$ cat src/rtl/core/ioc_pkg.sv
`timescale 1ns / 1ps
// ----------------------------------------------------------------------------
// ioc_pkg
// shared types and constants of the upper outlier clipper: input and result
// words, controller commands and datapath status
// ----------------------------------------------------------------------------
package ioc_pkg;

	localparam int MAX_ITEMS_DEF = 64;
	localparam int VALUE_W       = 32;
	// fence width: q3 plus 1.5 times a 33-bit spread, signed
	localparam int FENCE_W       = VALUE_W + 3;

	typedef struct packed {
		logic signed [VALUE_W-1:0] sample_value;
		logic                      batch_end;
	} ioc_item_t;

	typedef struct packed {
		logic signed [VALUE_W-1:0] damped_value;
		logic                      was_clipped;
		logic                      run_last;
	} ioc_result_t;

	typedef struct packed {
		logic load;
		logic idx_clr;
		logic scan;
		logic calc;
		logic emit;
	} ioc_cmd_t;

	typedef struct packed {
		logic scan_done;
		logic emit_done;
	} ioc_stat_t;

endpackage

$ cat src/rtl/core/ioc_ctrl.sv
`timescale 1ns / 1ps
// ----------------------------------------------------------------------------
// ioc_ctrl
// batch sequencer: load values, scan the sorted row for the quartiles,
// form the fence, then stream the stored batch out
// ----------------------------------------------------------------------------
module ioc_ctrl (
	input  logic              clk,
	input  logic              arst_n,
	input  logic              start,
	input  logic              batch_end,
	input  ioc_pkg::ioc_stat_t stat,
	output ioc_pkg::ioc_cmd_t  cmd,
	output logic              busy
);

	localparam logic [1:0] ST_IDLE = 2'd0;
	localparam logic [1:0] ST_SCAN = 2'd1;
	localparam logic [1:0] ST_CALC = 2'd2;
	localparam logic [1:0] ST_EMIT = 2'd3;

	logic [1:0] state_q;
	logic [1:0] state_nxt;

	always_comb begin
		cmd       = '0;
		state_nxt = state_q;
		case (state_q)
			ST_IDLE: begin
				if (start) begin
					cmd.load = 1'b1;
					if (batch_end) begin
						cmd.idx_clr = 1'b1;
						state_nxt   = ST_SCAN;
					end
				end
			end
			ST_SCAN: begin
				cmd.scan = 1'b1;
				if (stat.scan_done) begin
					cmd.idx_clr = 1'b1;
					state_nxt   = ST_CALC;
				end
			end
			ST_CALC: begin
				cmd.calc  = 1'b1;
				state_nxt = ST_EMIT;
			end
			ST_EMIT: begin
				cmd.emit = 1'b1;
				if (stat.emit_done) begin
					state_nxt = ST_IDLE;
				end
			end
			default: begin
				state_nxt = ST_IDLE;
			end
		endcase
	end

	always_ff @(posedge clk or negedge arst_n) begin
		if (!arst_n) begin
			state_q <= ST_IDLE;
		end else begin
			state_q <= state_nxt;
		end
	end

	assign busy = (state_q != ST_IDLE);

endmodule

$ cat config.mk
export PLATFORM = sky130hd
export DESIGN_NAME = ioc_ctrl
export DESIGN_NICKNAME = d
export VERILOG_FILES = /design/src/rtl/core/ioc_pkg.sv /design/src/rtl/core/ioc_ctrl.sv
export SDC_FILE = /design/constraint.sdc
export NUM_CORES = 1
export LEC_CHECK = 0
export ABC_AREA = 0
export BUFFER_PORTS_ARGS = -buffer_cell sky130_fd_sc_hd__clkbuf_2
export CAP_MARGIN = 20
export CORE_AREA = 2 2 39 41
export DETAILED_ROUTE_END_ITERATION = 7
export DIE_AREA = 0 0 41 43
export PLACE_DENSITY = 0.48
export SYNTH_ARGS = -nofsm -noshare
export SYNTH_HDL_FRONTEND = slang
export SYNTH_SLANG_ARGS = --single-unit
$ cat constraint.sdc
create_clock -name clk -period 1.4 [get_ports clk]
set_input_delay 0.28 -clock clk [delete_from_list [all_inputs] [get_ports clk]]
set_output_delay 0.28 -clock clk [all_outputs]
set_load 0.1 [all_outputs]
==> impl_metrics.ini, run 1 <==
[yosys]
synthFlopType = dfrtp_1
synth_top_area_cell = ha_1
synth_edf_count = 0
synth_top_cell_area_share = 0.373
synthTopCellsByCount = ha_1 (6), inv_1 (5), dfrtp_1 (2)
synth_most_common_cell = ha_1
synth.avg_cell_area_um2 = 9.59
synth_nets = 33
async_reset_ff_frac = 1.00
ys_seq_area_frac = 0.248
synthTopCellsByArea = ha_1 (37%), dfrtp_1 (25%), inv_1 (9.3%)
postSynthCellCount = 21
netlist_area_um2 = 201
synthDistinctLibCells = 11
synth_seq_cells = 2
yosysWarnings = 0

[route]
ant_nets = 0
vias = 251
via_per_inst = 3.98
wl_per_cell_um = 9.44
drt_wl_total_um = 595
drc = 0
first_iter_violations = 7
drt_pass1_iterations = 4

[layout]
final_cells = 63
n_antenna_cell = 0
synthToLayoutAreaGrowth_pct = 184
nNetsFinal = 61
drive_above_1_share = 0.745
largest_reg_flops = 2
reg_top3 = state_q x2
top_register = state_q

[die]
die_x_um = 41
initial_core_util = 0.146
dieHeight_um = 43
core-area_mm2 = 0.00138
rows = 14
ios = 12
die_area_mm2 = 0.00176

[clocking]
cts_tree = built
cts_buffers = 3
clock_latency_ns = 0.22
htreeDepth = 1
cts.sinks = 2
clockBufferDepth = 2
clkTransAtPathRegs_ns = 0.03
cts-root-buf = clkbuf_4

[worst_setup_path]
cp.required_ns = 1.12
crit_end = cmd[3]
critPathLaunchType = flip-flop
timing.rr.start = state_q[0]$_DFFE_PN0P_
crit_path_end_kind = output port
r2r_slack_ns = -0.24
crit_start = state_q[0]$_DFFE_PN0P_
arrival_ns = 1.40
cp_max_fo = 4
crit_type = reg2out
worstRegToRegCells = 5
timing.rr.end = state_q[1]$_DFFE_PN0P_

[outcome]
status = finished with violations
violations = negative setup slack

[global_routing]
first_global_vias = 277
antenna_found_initial = 0
grt_pass1_wl_um = 1040
grt_max_degree = 5
globalRoute.totalOverflow = 0
grt.total_usage = 0.0863

[timing]
finalHoldViolations = 0
setup_viol = 8
layout_setup_ws_ns = -0.279
setup_tns_ns = -1.27
max_clock_freq_mhz = 595
rsz0062_at_grt = yes
skew_ns = 0.00327
fin_crit_sh = 1.20
relSlewSlack = 0.816
worstMarginPinSlew_ns = 0.274
min_period_ns = 1.68
maxSlewViolCount = 0

[placed_design]
dp_cells = 55
port_buffers = 11
dpl.hpwl_um = 419
routabilityCongestion = 0.665
place_ws_ns = -0.156

[run]
max-cap-violations = 0

[worst_hold_path]
min_path_type = in2async
==> worst max-delay path, cell delays in order (launching register included) <==
cell	delay [ns]
dfrtp_2	0.40
inv_2	0.06
ha_4	0.17
o211ai_1	0.25
o21ai_4	0.10
buf_12	0.18
==> routing by layer <==
| layer | GRT usage | up-vias | part of all wire |
|---|---|---|---|
| met4 | 0.0600 | 0 | 0 |
| met3 | 0.0209 | 0 | 0.11 |
| met5 | 0 | - | 0 |
| met2 | 0.141 | 12 | 0.52 |
| li1 | - | 123 | - |
| met1 | 0.0900 | 116 | 0.37 |
==> cell usage in the layout (no fill, tap or decap) <==
cell,netlist,layout
clkinvlp_4,0,1
mux2i_1,1,1
and2_2,0,1
buf_6,0,6
clkbuf_2,0,5
dlygate4sd3_1,0,1
o21ai_4,0,1
dfrtp_1,2,1
buf_4,0,5
o211ai_1,1,1
ha_1,6,2
nand2_1,1,1
inv_2,0,2
buf_12,0,6
clkbuf_4,0,3
nor2_1,1,1
a222oi_1,1,1
inv_1,5,2
dfrtp_2,0,1
mux2_1,1,1
ha_4,0,4
==> metrics by stage <==
step	hold WS, ns	instance area [um2]	util
final	0.378	572	0.413
after global routing	0.379	572	0.413
after CTS	0.365	561	0.405
after detailed placement	0.0686	450	0.325
after global placement	0.0666	450	0.325
after floorplan	-0.0156	233	-
==> how the worst min path moves through the flow <==
| stage | slack (ns) | end | from |
|---|---|---|---|
| 2_1_floorplan | -0.02 | state_q[0]$_DFFE_PN0P_ | arst_n |
| 3_3_place_gp | 0.07 | state_q[0]$_DFFE_PN0P_ | arst_n |
| 3_5_place_dp | 0.07 | state_q[1]$_DFFE_PN0P_ | arst_n |
| 4_1_cts | 0.37 | state_q[0]$_DFFE_PN0P_ | arst_n |
| 5_1_grt | 0.38 | state_q[0]$_DFFE_PN0P_ | arst_n |
| 6_report | 0.38 | state_q[0]$_DFFE_PN0P_ | arst_n |
==> final cells by class <==
cell class	instances	area (um2)
repair buffers	23	260
well taps	16	20.0
multi-input cells	14	195
clock buffers	3	22.5
inverters	5	22.5
fillers	139	812
flip-flops and latches	2	51.3
==> what timing repair did <==
item	4_1_cts	5_1_grt
resized for setup	11	2
endpoints found under the hold margin	2	0
pin swaps	4	1
setup buffers	4	2
hold buffers	1	0
setup endpoints to repair	8	8
gates cloned	0	0
==> kinds of logic (layout without fill, tap and decap cells) <==
kind of cell,Yosys count,in the layout,share of synthesized area
simple gates,3,3,0.0683
fa+ha+maj,6,6,0.373
flops,2,2,0.248
compound gates,3,3,0.112
mux,2,2,0.106
buf+inv,5,31,0.0932
Power of run 1 is left out: the tool's default activity adds up to more than one toggle a clock period on the data nets, which glitch-free logic cannot reach.
==> run 2: changes to the inputs <==
Settings changed: BUFFER_PORTS_ARGS -buffer_cell sky130_fd_sc_hd__clkbuf_2 to default, DONT_BUFFER_PORTS from default to 1, PLACE_DENSITY 0.48 to 0.39.
==> run 2 against run 1 <==
Effect of this change: the run still ends with negative setup slack left; first-iteration DRC count shrank 71%; register-to-register slack lost 0.04 ns; core utilization shrank 2.7 points; non-clock buffer count shrank 4; sequential cell count is the same; count of clock-buffer cells in the layout is the same; worst setup slack lost 0.017 ns; hold slack lost 0.089 ns; clock skew shrank 0.0023 ns; final area shrank 6.6%; critical path depth is the same; wire length grew 8.4%.
==> impl_metrics.ini, run 2 (synthesized netlist as in run 1, its figures left out) <==
[worst_setup_path]
worstRegToRegCells = 5
cp_slowest_cell = dfrtp_1
cp_cell_sequence = buf_6 > ha_4 > o211ai_1 > o21ai_4 > buf_12
timing.rr.end = state_q[1]$_DFFE_PN0P_
cp_num_buf_inv = 2
r2r_slack_ns = -0.28
slowest_delay_ns = 0.40
arrival_ns = 1.42
crit_path_end_kind = output port
critPathLaunchType = flip-flop
cp.required_ns = 1.12
crit_start = state_q[0]$_DFFE_PN0P_
timing.rr.start = state_q[0]$_DFFE_PN0P_
path_delay_family = flip-flops
crit_type = reg2out
cp_max_fo = 3

[die]
die_x_um = 41
initial_core_util = 0.146
ios = 12
die_area_mm2 = 0.00176
dieHeight_um = 43
rows = 14
core-area_mm2 = 0.00138

[timing]
relSlewSlack = 0.801
maxSlewViolCount = 0
hold_ws_ns = 0.289
max_clock_freq_mhz = 590
setup_tns_ns = -1.27
worstMarginPinSlew_ns = 0.298
fin_crit_sh = 1.21
min_period_ns = 1.70
setup_viol = 8
layout_setup_ws_ns = -0.296
rsz0062_at_grt = yes
finalHoldViolations = 0
skew_ns = 0.00100

[clocking]
cts_tree = built
clock_latency_ns = 0.22
htreeDepth = 1
cts.sinks = 2
clockBufferDepth = 2
cts_buffers = 3
cts-root-buf = clkbuf_4
clkTransAtPathRegs_ns = 0.03

[layout]
drive_above_1_share = 0.721
most-common-layout-cells = buf_4 (8), buf_12 (5), buf_6 (4)
reg_top3 = state_q x2
largest_reg_flops = 2
top_register = state_q
nNetsFinal = 57
n_antenna_cell = 0
utilization = 0.386
layout_commonest_cell = buf_4
synthToLayoutAreaGrowth_pct = 165

[route]
wl_per_cell_um = 10.9
vias = 236
via_per_inst = 4.00
ant_nets = 0
drt_pass1_iterations = 4
drc = 0
first_iter_violations = 2
drt_wl_total_um = 645

[global_routing]
grt.busiest_layer = met2
grt_pass1_wl_um = 1080
globalRoute.totalOverflow = 0
antenna_found_initial = 0
met2_usage = 0.153
use_met1 = 0.0868
first_global_vias = 286
grt.total_usage = 0.0954
grt_max_degree = 5
grt_use_met3 = 0.0366

[placed_design]
place_ws_ns = -0.179
dpl.hpwl_um = 419
port_buffers = 0
routabilityCongestion = 0.670

[outcome]
status = finished with violations
violations = negative setup slack

[worst_hold_path]
min_path_type = in2async

[run]
max-cap-violations = 0
run 2: changes by cell type in the layout (fill, tap and decap cells not counted), moves of 2 or more:
cell      previous run  this run
clkbuf_2             5         0
buf_6                6         4
ha_2                 0         2
buf_4                5         8
run 2: cell type report:
type	count	area, um2
fill	139	850
timing repair buffer	19	230
multi-input combinational	14	189
sequential	2	50.0
clock buffer	3	22.5
inverter	5	22.5
tap	16	20.0
run 2: what timing repair did:
item,4_1_cts,5_1_grt
hold buffers,1,0
setup buffers,6,1
pin swaps,4,5
resized for setup,14,4
endpoints found under the hold margin,2,0
setup endpoints to repair,8,8
run 2: how the worst max path moves through the flow:
stage	endpoint	slack, ns	cells after the start
3_3_place_gp	state_q[1]$_DFFE_PN0P_	-0.15	4
6_report	cmd[3]	-0.30	5
3_5_place_dp	state_q[1]$_DFFE_PN0P_	-0.18	4
5_1_grt	state_q[1]$_DFFE_PN0P_	-0.38	5
2_1_floorplan	cmd[3]	-0.70	4
4_1_cts	cmd[3]	-0.33	5
run 2: per-layer routing:
metal / routed length, um / vias to the layer above
met5: 0 / -
met2: 368 / 12
met3: 52 / 2
met1: 218 / 109
met4: 6 / 0
li1: - / 113
run 2: stage by stage:
| step | area (um2) | std cells |
|---|---|---|
| floorplan | 233 | 21 |
| global placement | 380 | 49 |
| detailed placement | 380 | 49 |
| finish | 534 | 59 |
| global route | 534 | 59 |
| CTS | 513 | 58 |
Power of run 2 is left out for the same reason.
